**config.mk**
```make
export PLATFORM = sky130hd
export DESIGN_NAME = slot_booking_bitmap_allocator
export DESIGN_NICKNAME = d
export VERILOG_FILES = /design/src/sbba_pkg.sv /design/src/slot_booking_bitmap_allocator.sv /design/src/sbba_ram.sv
export SDC_FILE = /design/constraint.sdc
export NUM_CORES = 1
export LEC_CHECK = 0
export ABC_AREA = 1
export BUFFER_PORTS_ARGS = -buffer_cell sky130_fd_sc_hd__clkbuf_2
export CORE_MARGIN = 3
export CORE_UTILIZATION = 59
export DETAILED_ROUTE_END_ITERATION = 8
export PLACE_DENSITY = 0.88
export SYNTH_ARGS = -nofsm -noshare
export SYNTH_HDL_FRONTEND = slang
export SYNTH_SLANG_ARGS = --single-unit
export TNS_END_PERCENT = 20
```
**constraint.sdc**
```tcl
create_clock -name clk -period 2.8 [get_ports clk]
set_input_delay 0.42 -clock clk [delete_from_list [all_inputs] [get_ports clk]]
set_output_delay 0.42 -clock clk [all_outputs]
set_load 0.02 [all_outputs]
```
**src/sbba_pkg.sv**
```systemverilog
package sbba_pkg;

	// request kinds carried in s_tuser
	typedef enum logic [1:0] {
		MODE_ALLOC   = 2'd0,
		MODE_BOOK    = 2'd1,
		MODE_RELEASE = 2'd2,
		MODE_RSVD    = 2'd3
	} mode_t;

	// result codes carried in m_tuser
	typedef enum logic [2:0] {
		STATUS_BOOKED   = 3'd0,
		STATUS_RELEASED = 3'd1,
		STATUS_INVALID  = 3'd2,
		STATUS_TAKEN    = 3'd3,
		STATUS_ABSENT   = 3'd4,
		STATUS_FULL     = 3'd5
	} status_t;

	// sequencer states, one-hot
	typedef enum logic [5:0] {
		ST_IDLE = 6'b000001,
		ST_RD   = 6'b000010,
		ST_LOAD = 6'b000100,
		ST_TEST = 6'b001000,
		ST_WR   = 6'b010000,
		ST_DONE = 6'b100000
	} state_t;

	localparam int FIELD_W = 4;

endpackage

```
**src/slot_booking_bitmap_allocator.sv**
```systemverilog
// Room-by-slot booking allocator. The occupancy map holds one bit per (room, slot) pair,
// stored one room per word in a small RAM; per-room valid flops make the whole map read as
// free right after reset, so there is no clearing pass. A request beat carries the operation
// in s_tuser (allocate first free, book, release) and the 1-based room and slot in s_tdata;
// each request gives exactly one result beat with a status code in m_tuser and the 1-based
// room and slot of the affected entry in m_tdata (both zero on any error). One request is
// handled at a time and s_tready is high only while the sequencer is idle. Book and release
// put their result in the output register after the read, load, test and result states, with a
// write state between test and result when the map bit changes; an invalid request goes straight
// to the result state. Allocate tests one bit of the buffered room word per cycle and passes
// through the read and load states for each room on the single registered read port of the map
// RAM. The result state waits while the previous result still sits unaccepted in the output
// register, and the sequencer returns to idle as its result moves in. The next request may be
// accepted while the previous result still waits in the output register.
module slot_booking_bitmap_allocator
	import sbba_pkg::*;
#(
	parameter int NUM_ROOMS = 10,
	parameter int NUM_SLOTS = 15
) (
	input  logic       clk,
	input  logic       arst_n,
	input  logic       s_tvalid,
	output logic       s_tready,
	input  logic [7:0] s_tdata,   // room [3:0], slot [7:4]
	input  logic [1:0] s_tuser,   // mode [1:0]
	output logic       m_tvalid,
	input  logic       m_tready,
	output logic [7:0] m_tdata,   // room_out [3:0], slot_out [7:4]
	output logic [2:0] m_tuser    // status [2:0]
);

	localparam int RIW = (NUM_ROOMS > 1) ? $clog2(NUM_ROOMS) : 1;
	localparam int SIW = (NUM_SLOTS > 1) ? $clog2(NUM_SLOTS) : 1;
	localparam logic [RIW-1:0] LAST_ROOM = RIW'(NUM_ROOMS - 1);
	localparam logic [SIW-1:0] LAST_SLOT = SIW'(NUM_SLOTS - 1);

	state_t                 state_q;
	mode_t                  mode_q;
	logic [RIW-1:0]         room_idx_q;   // 0-based room under work
	logic [SIW-1:0]         slot_idx_q;   // 0-based slot under work
	logic [NUM_SLOTS-1:0]   row_q;        // buffered room word
	logic [NUM_ROOMS-1:0]   row_vld_q;    // room word written since reset
	status_t                res_status_q;
	logic                   res_ok_q;     // result names an entry

	logic                   out_vld_q;
	status_t                out_status_q;
	logic [FIELD_W-1:0]     out_room_q;
	logic [FIELD_W-1:0]     out_slot_q;

	logic [NUM_SLOTS-1:0]   ram_rdata;
	logic [NUM_SLOTS-1:0]   row_now;
	logic                   ram_we;
	logic                   ram_re;
	logic                   accept;
	logic                   out_free;
	logic [FIELD_W-1:0]     in_room;
	logic [FIELD_W-1:0]     in_slot;
	mode_t                  in_mode;
	logic                   in_range_ok;
	logic                   cur_bit;

	assign in_room = s_tdata[3:0];
	assign in_slot = s_tdata[7:4];
	assign in_mode = mode_t'(s_tuser);

	assign s_tready = (state_q == ST_IDLE);
	assign accept   = s_tvalid && s_tready;
	assign out_free = !out_vld_q || m_tready;

	// book and release need a real entry
	assign in_range_ok = (in_room != '0) && (in_room <= FIELD_W'(NUM_ROOMS))
		&& (in_slot != '0) && (in_slot <= FIELD_W'(NUM_SLOTS));

	// a room never written reads as all free
	assign row_now = row_vld_q[room_idx_q] ? ram_rdata : '0;
	assign cur_bit = row_q[slot_idx_q];

	assign ram_re = (state_q == ST_RD);
	assign ram_we = (state_q == ST_WR);

	sbba_ram #(
		.WIDTH (NUM_SLOTS),
		.DEPTH (NUM_ROOMS)
	) u_map (
		.clk   (clk),
		.we    (ram_we),
		.waddr (room_idx_q),
		.wdata (row_q),
		.re    (ram_re),
		.raddr (room_idx_q),
		.rdata (ram_rdata)
	);

	// request sequencer
	always_ff @(posedge clk or negedge arst_n) begin
		if (!arst_n) begin
			state_q   <= ST_IDLE;
			row_vld_q <= '0;
		end else begin
			case (state_q)
				ST_IDLE: begin
					if (accept) begin
						if (in_mode == MODE_ALLOC) begin
							state_q <= ST_RD;
						end else if (in_mode == MODE_RSVD || !in_range_ok) begin
							state_q <= ST_DONE;
						end else begin
							state_q <= ST_RD;
						end
					end
				end
				ST_RD: begin
					state_q <= ST_LOAD;
				end
				ST_LOAD: begin
					state_q <= ST_TEST;
				end
				ST_TEST: begin
					if (mode_q == MODE_ALLOC) begin
						if (!cur_bit) begin
							state_q <= ST_WR;
						end else if (slot_idx_q == LAST_SLOT) begin
							state_q <= (room_idx_q == LAST_ROOM) ? ST_DONE : ST_RD;
						end
					end else if (mode_q == MODE_BOOK) begin
						state_q <= cur_bit ? ST_DONE : ST_WR;
					end else begin
						state_q <= cur_bit ? ST_WR : ST_DONE;
					end
				end
				ST_WR: begin
					row_vld_q[room_idx_q] <= 1'b1;
					state_q <= ST_DONE;
				end
				ST_DONE: begin
					if (out_free) begin
						state_q <= ST_IDLE;
					end
				end
				default: begin
					state_q <= ST_IDLE;
				end
			endcase
		end
	end

	// working registers, no reset needed
	always_ff @(posedge clk) begin
		case (state_q)
			ST_IDLE: begin
				if (accept) begin
					mode_q <= in_mode;
					res_ok_q <= 1'b0;
					res_status_q <= STATUS_INVALID;
					if (in_mode == MODE_ALLOC) begin
						room_idx_q <= '0;
						slot_idx_q <= '0;
					end else begin
						room_idx_q <= RIW'(in_room - 4'd1);
						slot_idx_q <= SIW'(in_slot - 4'd1);
					end
				end
			end
			ST_LOAD: begin
				row_q <= row_now;
			end
			ST_TEST: begin
				if (mode_q == MODE_ALLOC) begin
					if (!cur_bit) begin
						row_q[slot_idx_q] <= 1'b1;
						res_status_q <= STATUS_BOOKED;
						res_ok_q <= 1'b1;
					end else if (slot_idx_q == LAST_SLOT) begin
						slot_idx_q <= '0;
						if (room_idx_q == LAST_ROOM) begin
							res_status_q <= STATUS_FULL;
						end else begin
							room_idx_q <= room_idx_q + RIW'(1);
						end
					end else begin
						slot_idx_q <= slot_idx_q + SIW'(1);
					end
				end else if (mode_q == MODE_BOOK) begin
					if (cur_bit) begin
						res_status_q <= STATUS_TAKEN;
					end else begin
						row_q[slot_idx_q] <= 1'b1;
						res_status_q <= STATUS_BOOKED;
						res_ok_q <= 1'b1;
					end
				end else begin
					if (cur_bit) begin
						row_q[slot_idx_q] <= 1'b0;
						res_status_q <= STATUS_RELEASED;
						res_ok_q <= 1'b1;
					end else begin
						res_status_q <= STATUS_ABSENT;
					end
				end
			end
			default: begin
			end
		endcase
	end

	// output register: valid resets, payload loads when the result moves in
	always_ff @(posedge clk or negedge arst_n) begin
		if (!arst_n) begin
			out_vld_q <= 1'b0;
		end else if (state_q == ST_DONE && out_free) begin
			out_vld_q <= 1'b1;
		end else if (m_tready) begin
			out_vld_q <= 1'b0;
		end
	end

	always_ff @(posedge clk) begin
		if (state_q == ST_DONE && out_free) begin
			out_status_q <= res_status_q;
			out_room_q   <= res_ok_q ? FIELD_W'(room_idx_q) + 4'd1 : '0;
			out_slot_q   <= res_ok_q ? FIELD_W'(slot_idx_q) + 4'd1 : '0;
		end
	end

	assign m_tvalid = out_vld_q;
	assign m_tuser  = out_status_q;
	assign m_tdata  = {out_slot_q, out_room_q};

`ifndef ASSERT_OFF
	// an accepted request always leaves idle
	a_leave_idle: assert property (@(posedge clk) disable iff (!arst_n)
		accept |=> state_q != ST_IDLE)
		else $error("sequencer stayed idle after accept");

	// success codes name a real entry
	a_ok_fields: assert property (@(posedge clk) disable iff (!arst_n)
		m_tvalid && (m_tuser == STATUS_BOOKED || m_tuser == STATUS_RELEASED)
		|-> m_tdata[3:0] != 4'd0 && m_tdata[7:4] != 4'd0
		&& m_tdata[3:0] <= FIELD_W'(NUM_ROOMS) && m_tdata[7:4] <= FIELD_W'(NUM_SLOTS))
		else $error("success result without a valid entry");

	// error codes carry zero fields
	a_err_fields: assert property (@(posedge clk) disable iff (!arst_n)
		m_tvalid && !(m_tuser == STATUS_BOOKED || m_tuser == STATUS_RELEASED)
		|-> m_tdata == 8'd0)
		else $error("error result with nonzero fields");

	// map writes stay inside the room and slot ranges
	a_wr_range: assert property (@(posedge clk) disable iff (!arst_n)
		ram_we |-> room_idx_q <= LAST_ROOM && slot_idx_q <= LAST_SLOT)
		else $error("map write out of range");

	// a write is always followed by the result stage
	a_wr_done: assert property (@(posedge clk) disable iff (!arst_n)
		ram_we |=> state_q == ST_DONE)
		else $error("write not followed by result");
`endif

endmodule

```
**src/sbba_ram.sv**
```systemverilog
module sbba_ram #(
	parameter int WIDTH = 8,
	parameter int DEPTH = 16
) (
	input  logic                                      clk,
	input  logic                                      we,
	input  logic [(DEPTH > 1 ? $clog2(DEPTH) : 1)-1:0] waddr,
	input  logic [WIDTH-1:0]                          wdata,
	input  logic                                      re,
	input  logic [(DEPTH > 1 ? $clog2(DEPTH) : 1)-1:0] raddr,
	output logic [WIDTH-1:0]                          rdata
);

	logic [WIDTH-1:0] mem [DEPTH];

	always_ff @(posedge clk) begin
		if (we) begin
			mem[waddr] <= wdata;
		end
		if (re) begin
			rdata <= mem[raddr];
		end
	end

endmodule
```
**Yosys cells after proc, flatten, opt, wreduce, memory -nomap -nowiden**

Memory sizes are Yosys's and may differ from the RTL's. A register that Yosys moved wholly into a read port is not among the register bits.
Index checks and enable logic that the tools add are counted.

- Register bits after elaboration: 57
- Memory bits (writable): 150
- Bits of input ports: 14
- Output and inout bits: 13
- Logic and storage cells: 129
- Memories kept: 1

- $add $sub $neg: 4
- $lt $le $gt $ge: 6
- Eq/ne operators: 19
- Mux-type cells: 58
- Bitwise operators: 4
- Reduce and logical (&&, ||, !) cells: 25

Memories:

| memory | words | width | rd ports | clocked after memory_dff | write ports | RTL line | text |
|---|---|---|---|---|---|---|---|
| u_map.mem | 10 | 15 | 1 | 1 | 1 | sbba_ram.sv:14 | `logic [WIDTH-1:0] mem [DEPTH];` |

Operators by type and width:

| cell | count |
|---|---|
| 2-to-1 mux 15 bit | 5 |
| 2-to-1 mux 6 bit | 11 |
| 2-to-1 mux 4 bit | 11 |
| one-hot mux 6 bit (6 select lines) | 1 |
| one-hot mux 15 bit (2 select lines) | 1 |
| 2-to-1 mux 3 bit | 7 |
| one-hot mux 4 bit (2 select lines) | 2 |
| AND 15 bit | 1 |
| NOT 15 bit | 1 |
| OR 15 bit | 1 |
| 2-to-1 mux 1 bit | 13 |
| inequality test 4 bit, second input constant | 3 |
| less-than comparator 4 x 5 -> 1 bit, second input constant | 2 |
| inequality test 2 bit, second input constant | 5 |
| OR 10 bit | 1 |
| adder 4 x 1 -> 4 bit, second input constant | 2 |
| binary-select mux 1 bit (select 4 bit) | 2 |
| demux 1 bit (select 4 bit) | 2 |
| == test 4 bit, second input constant | 2 |
| >= comparator 4 x 1 -> 1 bit, second input constant | 2 |
| less-or-equal comparator 4 bit, second input constant | 2 |
| AND reduction 4 bit | 2 |
| nonzero test 4 bit | 2 |
| subtractor 4 x 1 -> 4 bit, second input constant | 2 |
| other kinds (20) | 33 |

**Logic depth before layout (Yosys ltp)**

Gate-level depths: netlist (run 1).

- Word-level depth: 10
- Mapped depth: 16
- Depth with buffers taken out: 15

**By module**

From an unflattened synthesis (run 1), not the netlist that was laid out.

- Cell total of the unflattened synthesis: 1020
- Area total of the unflattened synthesis: 10252.3 um^2

Modules (own cells, without submodules):

| module | times used | cells an instance | area each (um^2) | seq. area each (um^2) |
|---|---|---|---|---|
| sbba_ram | 1 | 609 | 6792.8 | 4954.8 |
| slot_booking_bitmap_allocator | 1 | 411 | 3459.6 | 1627.8 |

**Least setup slack after synthesis (run 1)**

No wires, ideal clock.

- Path kind: flip-flop to flip-flop
- Start: reg room_idx_q[0]
- End: mem u_map.mem[0][0] in the netlist's numbering, enable pin
- Setup time: 0.387 ns
- Arrival time: 2.075 ns
- Data required time: 2.413 ns
- Path slack: 0.338 ns
- Cell stages (with the launch flop): 8
- Buffers on the path: 3
- Clock period less this slack: 2.462 ns
- Cells stage by stage: edfxtp_1 > buf_2 > inv_1 > buf_2 > clkbuf_1 > ha_1 > nand2_1 > nor2_1

RTL lines:

| what | RTL line | text |
|---|---|---|
| start: declaration | slot_booking_bitmap_allocator.sv:40 | `logic [RIW-1:0] room_idx_q;` |
| start signal: assignment | slot_booking_bitmap_allocator.sv:161 | `room_idx_q <= RIW'(in_room - 4'd1);` |
| start signal: assignment | slot_booking_bitmap_allocator.sv:180 | `room_idx_q <= room_idx_q + RIW'(1);` |
| end: declaration | sbba_ram.sv:14 |  |

Straight into the memory's write port.

**Final worst setup path (run 1)**

- Start: reg slot_idx_q[0]
- End: reg room_idx_q[3], enable pin

- Word-level cells in the longest chain between the ends: 4
- Elaborated cells on any way between the ends: 6
- Those cells by class: eq/ne (3); mux (2); reduce/logical (1)

Ends and longest elaborated chain:

| what | RTL line | text |
|---|---|---|
| start: declaration | slot_booking_bitmap_allocator.sv:41 | `logic [SIW-1:0] slot_idx_q;` |
| start signal: assignment | slot_booking_bitmap_allocator.sv:162 | `slot_idx_q <= SIW'(in_slot - 4'd1);` |
| start signal: assignment | slot_booking_bitmap_allocator.sv:183 | `slot_idx_q <= slot_idx_q + SIW'(1);` |
| binary-select mux 1 bit (select 4 bit) | slot_booking_bitmap_allocator.sv:78 | `assign cur_bit = row_q[slot_idx_q];` |
| 2-to-1 mux 1 bit (not written as such) | slot_booking_bitmap_allocator.sv:78 |  |
| inequality test 2 bit (no source line) | -- |  |
| AND reduction 6 bit (no source line) (*) | -- |  |

Mark *: on every way between the ends. The rest lies on a longest branch, timed or not. The select of a mux whose other input is x is not followed.
A chain may end at the register's enable or synchronous reset.

==> results of run 1 <==
-- cell type report --
type                    instances  share of cell area (%)
clock inverters                12                   0.748
flip-flops and latches        222                    60.6
clock buffers                  27                    5.43
repair buffers                 66                    4.44
multi-input cells             506                    23.9
inverters                      70                    2.42
well taps                     216                    2.49
-- power by group through the flow --
stage	Clock (mW)	Sequential [mW]	Combinational, mW
floorplan	0	4.16	1.48
global placement	0	4.17	2.03
detailed placement	0	4.18	2.10
CTS	2.79	4.11	2.12
global route	2.93	4.13	2.38
finish	2.77	4.12	2.14
-- per-stage QoR --
stage               instances  area [um2]  power (mW)  hold WS, ns
detailed placement       1079       10200        6.28        0.368
global placement         1079       10200        6.19        0.366
CTS                      1119       10900        9.02        0.108
floorplan                 835        9620        5.65        0.124
global route             1119       10900        9.44        0.119
finish                   1119       10900        9.02        0.119
-- Yosys cell counts, types with 2 or more instances --
| cell type | count | area, um2 |
|---|---|---|
| a21oi_1 | 22 | 110 |
| inv_2 | 9 | 33.8 |
| o22ai_1 | 37 | 231 |
| buf_4 | 4 | 30.0 |
| a21oi_2 | 2 | 17.5 |
| or2_2 | 5 | 31.3 |
| or2_1 | 3 | 18.8 |
| o211ai_1 | 16 | 120 |
| o21ai_0 | 93 | 465 |
| dfrtp_1 | 16 | 400 |
| nor2_4 | 3 | 33.8 |
| nor3_1 | 3 | 15.0 |
| inv_1 | 60 | 225 |
| a31oi_1 | 2 | 12.5 |
| buf_2 | 7 | 35.0 |
| nand4_1 | 6 | 37.5 |
| xnor2_1 | 5 | 43.8 |
| xor2_1 | 3 | 26.3 |
| o21ai_2 | 10 | 87.6 |
| o21ai_1 | 2 | 10.0 |
| clkbuf_1 | 24 | 90.1 |
| ha_1 | 15 | 188 |
| nand3_1 | 16 | 80.1 |
| nand3_2 | 10 | 100 |
| nor2_1 | 126 | 473 |
| nand2_1 | 124 | 465 |
| edfxtp_1 | 205 | 6160 |
-- worst paths after layout --
kind,to,cells past startpoint,slack [ns],startpoint
setup / recovery,room_idx_q[3],12,0.37,slot_idx_q[0]
hold / removal,state_q[0],2,0.12,s_tvalid
setup reg to reg,room_idx_q[3],12,0.37,slot_idx_q[0]
hold reg to reg,m_tuser[2],0,0.42,res_status_q[2]
max in group asynchronous,state_q[0],2,2.06,arst_n
min in group asynchronous,row_vld_q[9],2,0.41,arst_n
-- sequential cells by signal (all words and copies together), names as in the netlist --
name          flops
row_q            15
out_room_q        4
mode_q            2
slot_idx_q        4
row_vld_q        10
res_ok_q          1
room_idx_q        4
u_map.mem       150
state_q           6
m_tuser           3
out_slot_q        4
u_map.rdata      15
m_tvalid          1
res_status_q      3
-- logic make-up after synthesis --
logic type / synth area share, %
and+or+nand+nor: 13.2
AOI/OAI and AO/OA: 11.1
adders and majority gates: 1.95
buffers and inverters: 4.59
xor gates and xnor gates: 0.729
DFF: 68.4
-- timing repair --
action / 4_1_cts / 5_1_grt
gates resized for setup: 0 / 1
endpoints found under the hold margin: 16 / 0
endpoints found under the setup margin: 0 / 8
hold buffers: 1 / 0
-- layout by cell type (no fill, tap or decap), drive strengths merged --
master       instances
a31oi                2
buf                 39
ha                  15
clkinv              11
dfrtp               16
bufinv               1
o2111ai              1
clkbuf              53
nand2              124
xor2                 3
edfxtp             205
o22ai               37
nor2               129
inv                 69
dlygate4sd3          1
dfstp                1
nand3               26
o21ai              105
clkinvlp             1
nand4                6
xnor2                5
or2                  8
nor3                 4
a21oi               24
o211ai              16
o31ai                1
-- metal layers --
layer | global-route usage (%) | routed length [um] | part of all wire (%) | vias up
li1 | - | - | - | 3033
met1 | 32.8 | 8620 | 40 | 3176
met2 | 40.3 | 10600 | 49 | 301
met3 | 4.76 | 1770 | 8.2 | 51
met4 | 8.63 | 566 | 2.6 | 0
met5 | 0 | 0 | 0 | -
==> out/summary.md, run 1 <==
Counting distinct cell types in the post-synthesis netlist gives 34. Of the cells placed in the final design, the portion with a size suffix greater than 1 is 15.3%. The tools report the combined global-route utilization of all metal layers as 24.4%. The clock transition at the register clock pins on the worst setup and hold paths after CTS was 0.06 ns; the clock network power share was 30.7%.

In this run, the number of DRC markers left after iteration 0 of detailed routing was 801. The type of the worst setup path was register to register. For this design the top-level I/O count stands at 27. The worst setup path is captured at a register. The logs give 0 for the total of warnings raised by yosys and 3 for the number of buffers on the longest clock path. Among all flip-flop cells after synthesis, the most frequent one is edfxtp_1. The die is 134 um tall. The total core area is 0.0159 mm2, and the pin count of the biggest net entering global routing is 77. The via density per instance was 5.86; the number of clock sinks was 222.

The count of nets left with antenna violations once routing finished came out at 0. The final clock skew was 0.0115 ns. TritonCTS built the clock tree. The max-slew violation total from the final report was 0. The sequential element share of the synthesized area came out at 68.4%. The number of buffers inserted by port buffering is 26, and the async set or reset register ratio after synthesis is 7.66%. For this run, design rule violations remaining after detail routing come to 0.

At the later pin of the worst-skew pair, clock insertion delay measures 0.50 ns. The tools report the internal power as 6.21 mW. In this run the cell area of the synthesized design comes to 0.00962 mm2.

The cell family contributing the most delay on the critical path is simple AND/OR/NAND/NOR gates. The die is 134 um wide. The worst path in the final design needs a cycle of 2.43 ns, including I/O delays and setup. The worst pin sits at a relative slew slack of 36.1%. The combinational share of power is 23.7%, and the critical-path maximum fanout is 18. The clock buffer count from CTS was 23; the total vias in the final route was 6,561. The number of hold violations in the final report is 0, and the aggregate negative setup slack is 0 ns.

The total wirelength of the detailed-routed design came out at 21,500 um. The count of inserted antenna diode cells came out at 0. Setup repair after global routing left no endpoint under its margin.

The largest stage delay on the critical path is 0.52 ns, and the area enclosed by the die boundary is 0.0179 mm2. The smallest setup slack after layout is 0.371 ns, and the leakage power figure is 3.99 nW. The number of buffers and inverters on the critical path is 2. Summed over all nets, the half-perimeter wirelength after detailed placement is 12,900 um.

In this run, flip-flops and latches consume 45.6% of the power. The routed wirelength normalized by instance count was 19.2 um. The root buffer cell chosen for the clock tree is clkbuf_16. The total net switching power came out at 2.82 mW. The run finished with clean final reports. The first global-routing pass estimated 33,700 um of wire. Based on the critical path, the design can be clocked at up to 412 MHz. At the pin with the least slew margin, the transition time is 0.958 ns. The worst supply voltage drop on vdd was 720 uV; the sequential cell area was 0.00658 mm2. The final layout contains 918 nets. The multi-input combinational cells in the finished layout cover a total of 0.00260 mm2. The tools report the final estimated routing congestion in global placement as 0.938.

The growth of design area from synthesis to finish came out at 13.0%. For this configuration, the core starts out at a cell density of 60.3%. The number of global-route vias before repair was 6,499. The library cell appearing most often on the critical path was nand2_1. STA puts the critical path data arrival time at 2.56 ns. The number of setup buffers added after CTS is 0. The path category of the worst min-delay check was primary input to register. Averaged over all synthesized cells, the footprint is 11.5 um2.

Measured on the finished design, the core utilization comes to 68.2%. The run gives 2.93 ns as the data required time of the worst path. The power density of the placed cells is 830 mW/mm2, and the number of nets produced by synthesis is 864.

Walking the worst path, the cells encountered are inv_2 -> nand2_1 -> nand2_1 -> nand2_1 -> nand2_1 -> nand2_1 -> nand2_1 -> nor2_4 -> buf_4 -> nor2_1 -> nor2_1 -> nor3_1. The floorplan has 46 rows. Across the run, the number of max-cap violations was 0. STA classifies the critical path startpoint as a register. The worst path uses 86.8% of the clock period. OpenSTA, run right after detailed placement, puts the worst setup slack at 0.157 ns. After filler insertion, the fill cell instance count of the layout stands at 1,091. The count of H-tree levels built during CTS is 1, and the number of storage elements in the synthesis netlist is 222. Setup violations remaining at the end of the flow were counted as 0. Counting flops with a built-in enable in the synthesized netlist gives 205.

The detailed-router iteration count before antenna repair is 5, and the final global-route overflow total is 0. The initial antenna violation count is 0, and the fraction of power spent switching nets is 31.2%. Synthesis produced 835 cells. On the critical path, the stage with the largest delay is an instance of edfxtp_1.
(Power assumes the default switching activity.)
==> run 2: changes to the inputs <==
==> constraint.sdc (replaced) <==
create_clock -name clk -period 2.8 [get_ports clk]
set_input_delay 0.28 -clock clk [delete_from_list [all_inputs] [get_ports clk]]
set_output_delay 0.28 -clock clk [all_outputs]
set_load 0.02 [all_outputs]
==> out/summary.md, run 2 (synthesis results as in run 1) <==
Commonest non-fill, non-tap cells in the layout: 205 x edfxtp_1, 126 x nor2_1, 124 x nand2_1, 93 x o21ai_0, 59 x inv_1 (unchanged). The tools report the final global-route overflow total as 0 (unchanged). The growth of design area from synthesis to finish is 13.3% (was 13.0%), and the routed wirelength normalized by instance count is 19.3 um (was 19.2 um). The sequential share of power is 45.6% (about the same), and the number of buffers inserted by port buffering is 26 (unchanged). The root cell of the clock tree is clkbuf_16 (unchanged). The tools report the number of hold violations in the final report as 0 (unchanged). The final estimated routing congestion in global placement was 0.938 (unchanged). The kind of end point of the critical path was a register (unchanged). Path category of the worst min-delay check: primary input to register (unchanged). Placed instance count: 1,079 (unchanged).

The worst supply voltage drop on vdd was 716 uV (was 720 uV); the initial core utilization was 60.3% (unchanged). The run gives 0 (unchanged) as the initial antenna violation count. The logs give 0.50 ns (about the same) for the clock insertion delay at the later pin of the skew report and 921 (was 918) for the final net count. The final clock skew was 0.0116 ns (was 0.0115 ns); the final period demand of the worst path was 2.44 ns (was 2.43 ns). The number of global-route vias before repair was 6,522 (was 6,499).

The flow ran to the end, and the final reports show no timing, DRC or antenna violations. Number of buffers on the longest clock path: 3 (unchanged). The count of maximum capacitance violations was 0 (unchanged). The area enclosed by the die boundary is 0.0179 mm2 (unchanged), and the power density of the placed cells is 829 mW/mm2 (was 830 mW/mm2). The total net switching power is 2.82 mW (about the same), and the critical-path maximum fanout is 18 (unchanged). The number of failing setup endpoints in the final timing report is 0 (unchanged). Vertical die dimension: 134 um (unchanged). The arrival time at the worst endpoint came out at 2.57 ns (was 2.56 ns).

Final hold slack: 0.0586 ns (was 0.119 ns). The total core area is 0.0159 mm2 (unchanged). The total vias in the final route was 6,559 (was 6,561). Largest registers: u_map.mem: 150 flops, row_q: 15 flops, u_map.rdata: 15 flops (unchanged). The worst slew margin relative to its limit is 36.1% (about the same), and the final critical-path share of the clock period is 87.1% (was 86.8%). The data required time of the worst path was 2.93 ns (about the same); the row count was 46 (unchanged). The wire length of the first global-routing pass was 33,800 um (was 33,700 um).

The max-slew violation total from the final report was 0 (unchanged); the highest achievable clock rate was 410 MHz (was 412 MHz). TritonCTS built the clock tree. The largest stage delay on the critical path works out to 0.52 ns (about the same).

Critical path, cell by cell: inv_2 -> nand2_1 -> nand2_1 -> nand2_1 -> nand2_1 -> nand2_1 -> nand2_1 -> nor2_4 -> buf_4 -> nor2_1 -> nor2_1 -> nor3_1 (unchanged). The top-level I/O count was 27 (unchanged). Final routed DRC violation total: 0 (unchanged). The tools report the count of H-tree levels built during CTS as 1 (unchanged). The clock transition at the register clock pins on the worst setup and hold paths after CTS was 0.06 ns (about the same).

The tools report the number of clock sinks as 222 (unchanged). The total wirelength of the detailed-routed design was 21,600 um (was 21,500 um); the post-DP HPWL was 12,900 um (unchanged). The overall die width came out at 134 um (unchanged). The tools report the number of cells in the finished layout apart from fillers as 1,122 (was 1,119).

Number of flip-flops under the largest register name: 150 (unchanged). The number of nets with antenna violations after routing was 0 (unchanged); the leakage power figure was 4.00 nW (was 3.99 nW). The internal power came out at 6.21 mW (about the same). The element type at the critical path start is a register (unchanged). Register with the highest flop count: u_map.mem (unchanged).

The number of setup buffers added after CTS came out at 0 (unchanged). The tools report the first-iteration detailed-routing DRC count as 787 (was 801). The family with the most delay on the worst path was simple AND/OR/NAND/NOR gates (unchanged).

The combined buffer and inverter count along the critical path was 2 (unchanged); the detailed-router iteration count before antenna repair was 5 (unchanged). The tools report the combined global-route utilization of all metal layers as 24.5% (was 24.4%). Setup repair after global routing left no endpoint under its margin. The fraction of power spent switching nets was 31.2% (about the same). Commonest non-fill, non-tap cell in the layout: edfxtp_1 (unchanged). The via density per instance came out at 5.85 (was 5.86). The type of the worst setup path is register to register (unchanged).

The clock buffer count from CTS was 23 (unchanged); the fraction of final layout cells sized beyond drive strength 1 was 15.2% (was 15.3%). The final standard cell utilization of the core came out at 68.4% (was 68.2%). The tools report the combinational share of power as 23.7% (about the same). The library cell appearing most often on the critical path is nand2_1 (unchanged). The transition time of the tightest slew-check pin is 0.958 ns (about the same). The aggregate negative setup slack is 0 ns (unchanged), and the clock network power share is 30.7% (about the same). The slowest cell on the critical path was edfxtp_1 (unchanged). The pin count of the biggest net entering global routing was 77 (unchanged); the count of inserted antenna diode cells was 0 (unchanged).
## run 2: cell types whose count changed in the layout (fill, tap and decap cells not counted), sizes merged
| cell | previous run | this run |
|---|---|---|
| dlygate4sd3 | 1 | 4 |
## run 2: final timing paths
check | startpoint | end | slack, ns | depth (start not counted)
worst max-delay path | slot_idx_q[0] | room_idx_q[3] | 0.36 | 12
worst min-delay path | m_tready | m_tvalid | 0.06 | 4
worst max register to register | slot_idx_q[0] | room_idx_q[3] | 0.36 | 12
worst min register to register | res_status_q[1] | m_tuser[1] | 0.42 | 0
max in group asynchronous | arst_n | state_q[0] | 2.20 | 2
min in group asynchronous | arst_n | row_vld_q[9] | 0.27 | 2
## run 2: what timing repair did
item,4_1_cts,5_1_grt
endpoints found under the hold margin,19,0
hold buffers,4,0
gates resized for setup,0,1
setup endpoints to repair,0,8
## run 2: power groups by stage
stage          combinational [mW]  clock [mW]  sequential [mW]
3_5_place_dp                 2.10           0             4.18
3_3_place_gp                 2.03           0             4.17
2_1_floorplan                1.48           0             4.16
4_1_cts                      2.13        2.79             4.11
5_1_grt                      2.38        2.93             4.13
6_report                     2.14        2.77             4.12
## run 2: layout make-up
| type | instances | area [um2] |
|---|---|---|
| Fill cell | 1088 | 5040 |
| Clock inverter | 12 | 81.3 |
| Multi-Input combinational cell | 506 | 2600 |
| Timing Repair Buffer | 69 | 513 |
| Clock buffer | 27 | 591 |
| Sequential cell | 222 | 6580 |
| Inverter | 70 | 263 |
| Tap cell | 216 | 270 |
## run 2: per-layer routing
layer | GRT usage [%] | share of wire, % | vias to the layer above
met2 | 40.4 | 49 | 304
met5 | 0 | 0 | -
met3 | 4.80 | 8.4 | 52
li1 | - | - | 3039
met4 | 8.91 | 2.8 | 0
met1 | 32.8 | 40 | 3164
## run 2: per-stage QoR
stage,area (um2),setup WS (ns),total power [mW]
after global placement,10200,0.224,6.19
after floorplan,9620,0.338,5.65
after detailed placement,10200,0.157,6.28
final,10900,0.361,9.03
after global routing,10900,0.154,9.44
after CTS,10900,0.118,9.03
## run 2: tightest hold or removal path: stages
cell,delay [ns]
clkbuf_2,0.08
nor2_1,0.04
inv_1,0.06
nand2_1,0.05
==> run 3: changes to the inputs <==
Settings changed: BUFFER_PORTS_ARGS -buffer_cell sky130_fd_sc_hd__clkbuf_2 to -buffer_cell sky130_fd_sc_hd__buf_2.
==> out/summary.md, run 3 (synthesis results as in run 1) <==
The beginning of the critical path was slot_idx_q[0] (unchanged). The type of the worst setup path was register to register (unchanged). The pin count of the biggest net entering global routing is 77 (unchanged), and the routed wirelength normalized by instance count is 19.3 um (about the same). The top-level I/O count came out at 27 (unchanged).

Critical path, cell by cell: inv_2 -> nand2_1 -> nand2_1 -> nand2_1 -> nand2_1 -> nand2_1 -> nand2_1 -> nor2_4 -> nor2_1 -> nand2_1 -> o21ai_0 -> a21oi_1 (was inv_2 -> nand2_1 -> nand2_1 -> nand2_1 -> nand2_1 -> nand2_1 -> nand2_1 -> nor2_4 -> buf_4 -> nor2_1 -> nor2_1 -> nor3_1). Setup repair after global routing left no endpoint under its margin. The fraction of final layout cells sized beyond drive strength 1 was 14.1% (was 15.2%).

For the row count, the log shows 46 (unchanged). The register with the highest flop count was u_map.mem (unchanged). The initial antenna violation count came out at 0 (unchanged).

The growth of design area from synthesis to finish was 12.3% (was 13.3%). The tools report the number of failing setup endpoints in the final timing report as 0 (unchanged). The post-DP HPWL was 12,900 um (about the same); the total vias in the final route was 6,581 (was 6,559). The slowest cell on the critical path is edfxtp_1 (unchanged). The combined global-route utilization of all metal layers was 24.4% (was 24.5%).

The commonest non-fill, non-tap cell in the layout is edfxtp_1 (unchanged). The run gives 0.29 ns (was 0.36 ns) as the slack of the worst reg-to-reg path. The final net count was 910 (was 921); the count of maximum capacitance violations was 0 (unchanged). For the number of nets with antenna violations after routing, the log shows 0 (unchanged). Hold path startpoint: m_tready (unchanged).

Detailed-router iteration count before antenna repair: 6 (was 5). For the area enclosed by the die boundary, the log shows 0.0179 mm2 (unchanged). The element type at the critical path start is a register (unchanged). The tools report the root cell of the clock tree as clkbuf_16 (unchanged). The run gives 60.3% (unchanged) as the initial core utilization.

Max-slew violation total from the final report: 0 (unchanged). For the count of H-tree levels built during CTS, the log shows 1 (unchanged). The library cell appearing most often on the critical path was nand2_1 (unchanged).

The arrival time at the worst endpoint came out at 2.68 ns (was 2.57 ns). The sequential cell area came out at 0.00658 mm2 (unchanged). The run gives 0 (unchanged) as the final global-route overflow total. The run gives 2.97 ns (was 2.93 ns) as the data required time of the worst path. The number of buffers inserted by port buffering is 26 (unchanged). The tools report the startpoint of the worst register-to-register path as slot_idx_q[0] (unchanged). The transition time of the tightest slew-check pin is 0.920 ns (was 0.958 ns). The tools report the kind of end point of the critical path as a register (unchanged). Number of global-route vias before repair: 6,420 (was 6,522). Path category of the worst min-delay check: primary input to register (unchanged). The number of flip-flops under the largest register name was 150 (unchanged); the count of inserted antenna diode cells was 0 (unchanged).

The largest stage delay on the critical path came out at 0.63 ns (was 0.52 ns). The first-iteration detailed-routing DRC count is 778 (was 787), and the path depth of the worst reg2reg path is 12 (unchanged). The vertical die dimension is 134 um (unchanged), and the filler cell count is 1,070 (was 1,088). The overall die width was 134 um (unchanged); the final critical-path share of the clock period was 89.5% (was 87.1%).

The highest achievable clock rate is 399 MHz (was 410 MHz), and the final period demand of the worst path is 2.51 ns (was 2.44 ns). The run gives 0.972 (was 0.938) as the final estimated routing congestion in global placement. The logs give 0 ns (unchanged) for the aggregate negative setup slack and 3 (unchanged) for the number of buffers on the longest clock path. The critical-path maximum fanout works out to 13 (was 18). The worst supply voltage drop on vdd was 557 uV (was 716 uV); the wire length of the first global-routing pass was 34,100 um (was 33,800 um).

The final clock skew was 0.0160 ns (was 0.0116 ns). The multi-input logic area is 0.00259 mm2 (was 0.00260 mm2), and the leakage power figure is 3.94 nW (was 4.00 nW). The clock insertion delay at the later pin of the skew report was 0.51 ns (was 0.50 ns). The via density per instance came out at 5.92 (was 5.85). Number of clock sinks: 222 (unchanged). TritonCTS built the clock tree.

The worst slew margin relative to its limit was 38.5% (was 36.1%); the final routed DRC violation total was 0 (unchanged). The total core area was 0.0159 mm2 (unchanged). The clock transition at the register clock pins on the worst setup and hold paths after CTS came out at 0.06 ns (about the same).

The number of hold violations in the final report was 0 (unchanged); the power density of the placed cells was 834 mW/mm2 (was 829 mW/mm2). The run finished with clean final reports. The final standard cell utilization of the core was 67.7% (was 68.4%). The critical path endpoint was res_status_q[1] (was room_idx_q[3]). Number of setup buffers added after CTS: 0 (unchanged).

Largest registers: u_map.mem: 150 flops, row_q: 15 flops, u_map.rdata: 15 flops (unchanged). For the clock buffer count from CTS, the log shows 23 (unchanged). Total wirelength of the detailed-routed design: 21,500 um (was 21,600 um). Commonest non-fill, non-tap cells in the layout: 205 x edfxtp_1, 126 x nor2_1, 124 x nand2_1, 93 x o21ai_0, 59 x inv_1 (unchanged). The critical register-to-register path endpoint is res_status_q[1] (was room_idx_q[3]).
==> run 3: layout make-up <==
cell class	count	area share, %
Tap cell	216	2.50
Multi-Input combinational cell	506	24.0
Inverter	70	2.43
Sequential cell	222	61.0
Clock inverter	10	0.753
Clock buffer	30	5.57
Timing Repair Buffer	58	3.75
==> run 3: worst min-delay path by stage <==
| stage | end | slack [ns] | cells past startpoint |
|---|---|---|---|
| after global routing | m_tvalid | 0.07 | 4 |
| after global placement | state_q[1] | 0.22 | 1 |
| after detailed placement | m_tvalid | 0.23 | 1 |
| after CTS | m_tvalid | 0.04 | 4 |
| final | m_tvalid | 0.04 | 4 |
| after floorplan | m_tvalid | -0.02 | 0 |
==> run 3: repair_timing <==
| action | 4_1_cts | 5_1_grt |
|---|---|---|
| hold endpoints to repair | 20 | 0 |
| resized for setup | 0 | 0 |
| hold buffers | 4 | 0 |
==> run 3: per-stage QoR <==
step	std cells	power (mW)	instance area, um2	hold WS, ns	setup slack, ns
global route	1112	9.44	10800	0.0680	0.0446
global placement	1068	6.15	10100	0.223	0.527
finish	1112	9.01	10800	0.0442	0.293
CTS	1112	9.01	10800	0.0379	0.369
detailed placement	1068	6.22	10100	0.226	0.392
floorplan	835	5.65	9620	-0.0156	0.338
==> run 3: worst max-delay path: cells and delay by family (launching register included) <==
| family | cells | cell delay [ns] |
|---|---|---|
| flip-flops | 1 | 0.63 |
| buffers and inverters | 1 | 0.18 |
| AND/OR/NAND/NOR | 9 | 0.94 |
| AO/OA/AOI/OAI | 2 | 0.43 |
==> run 3: layer usage <==
metal  GRT usage [%]  part of all wire, %
met5               0                    0
met4            6.57                  2.2
met3            4.23                  8.7
met2            39.9                   49
met1            34.6                   41
==> run 3: power breakdown <==
| part | switching (mW) | internal, mW |
|---|---|---|
| Sequential | 0.225 | 3.95 |
| Combinational | 1.39 | 0.640 |
| Clock | 1.19 | 1.61 |
| Total | 2.81 | 6.20 |
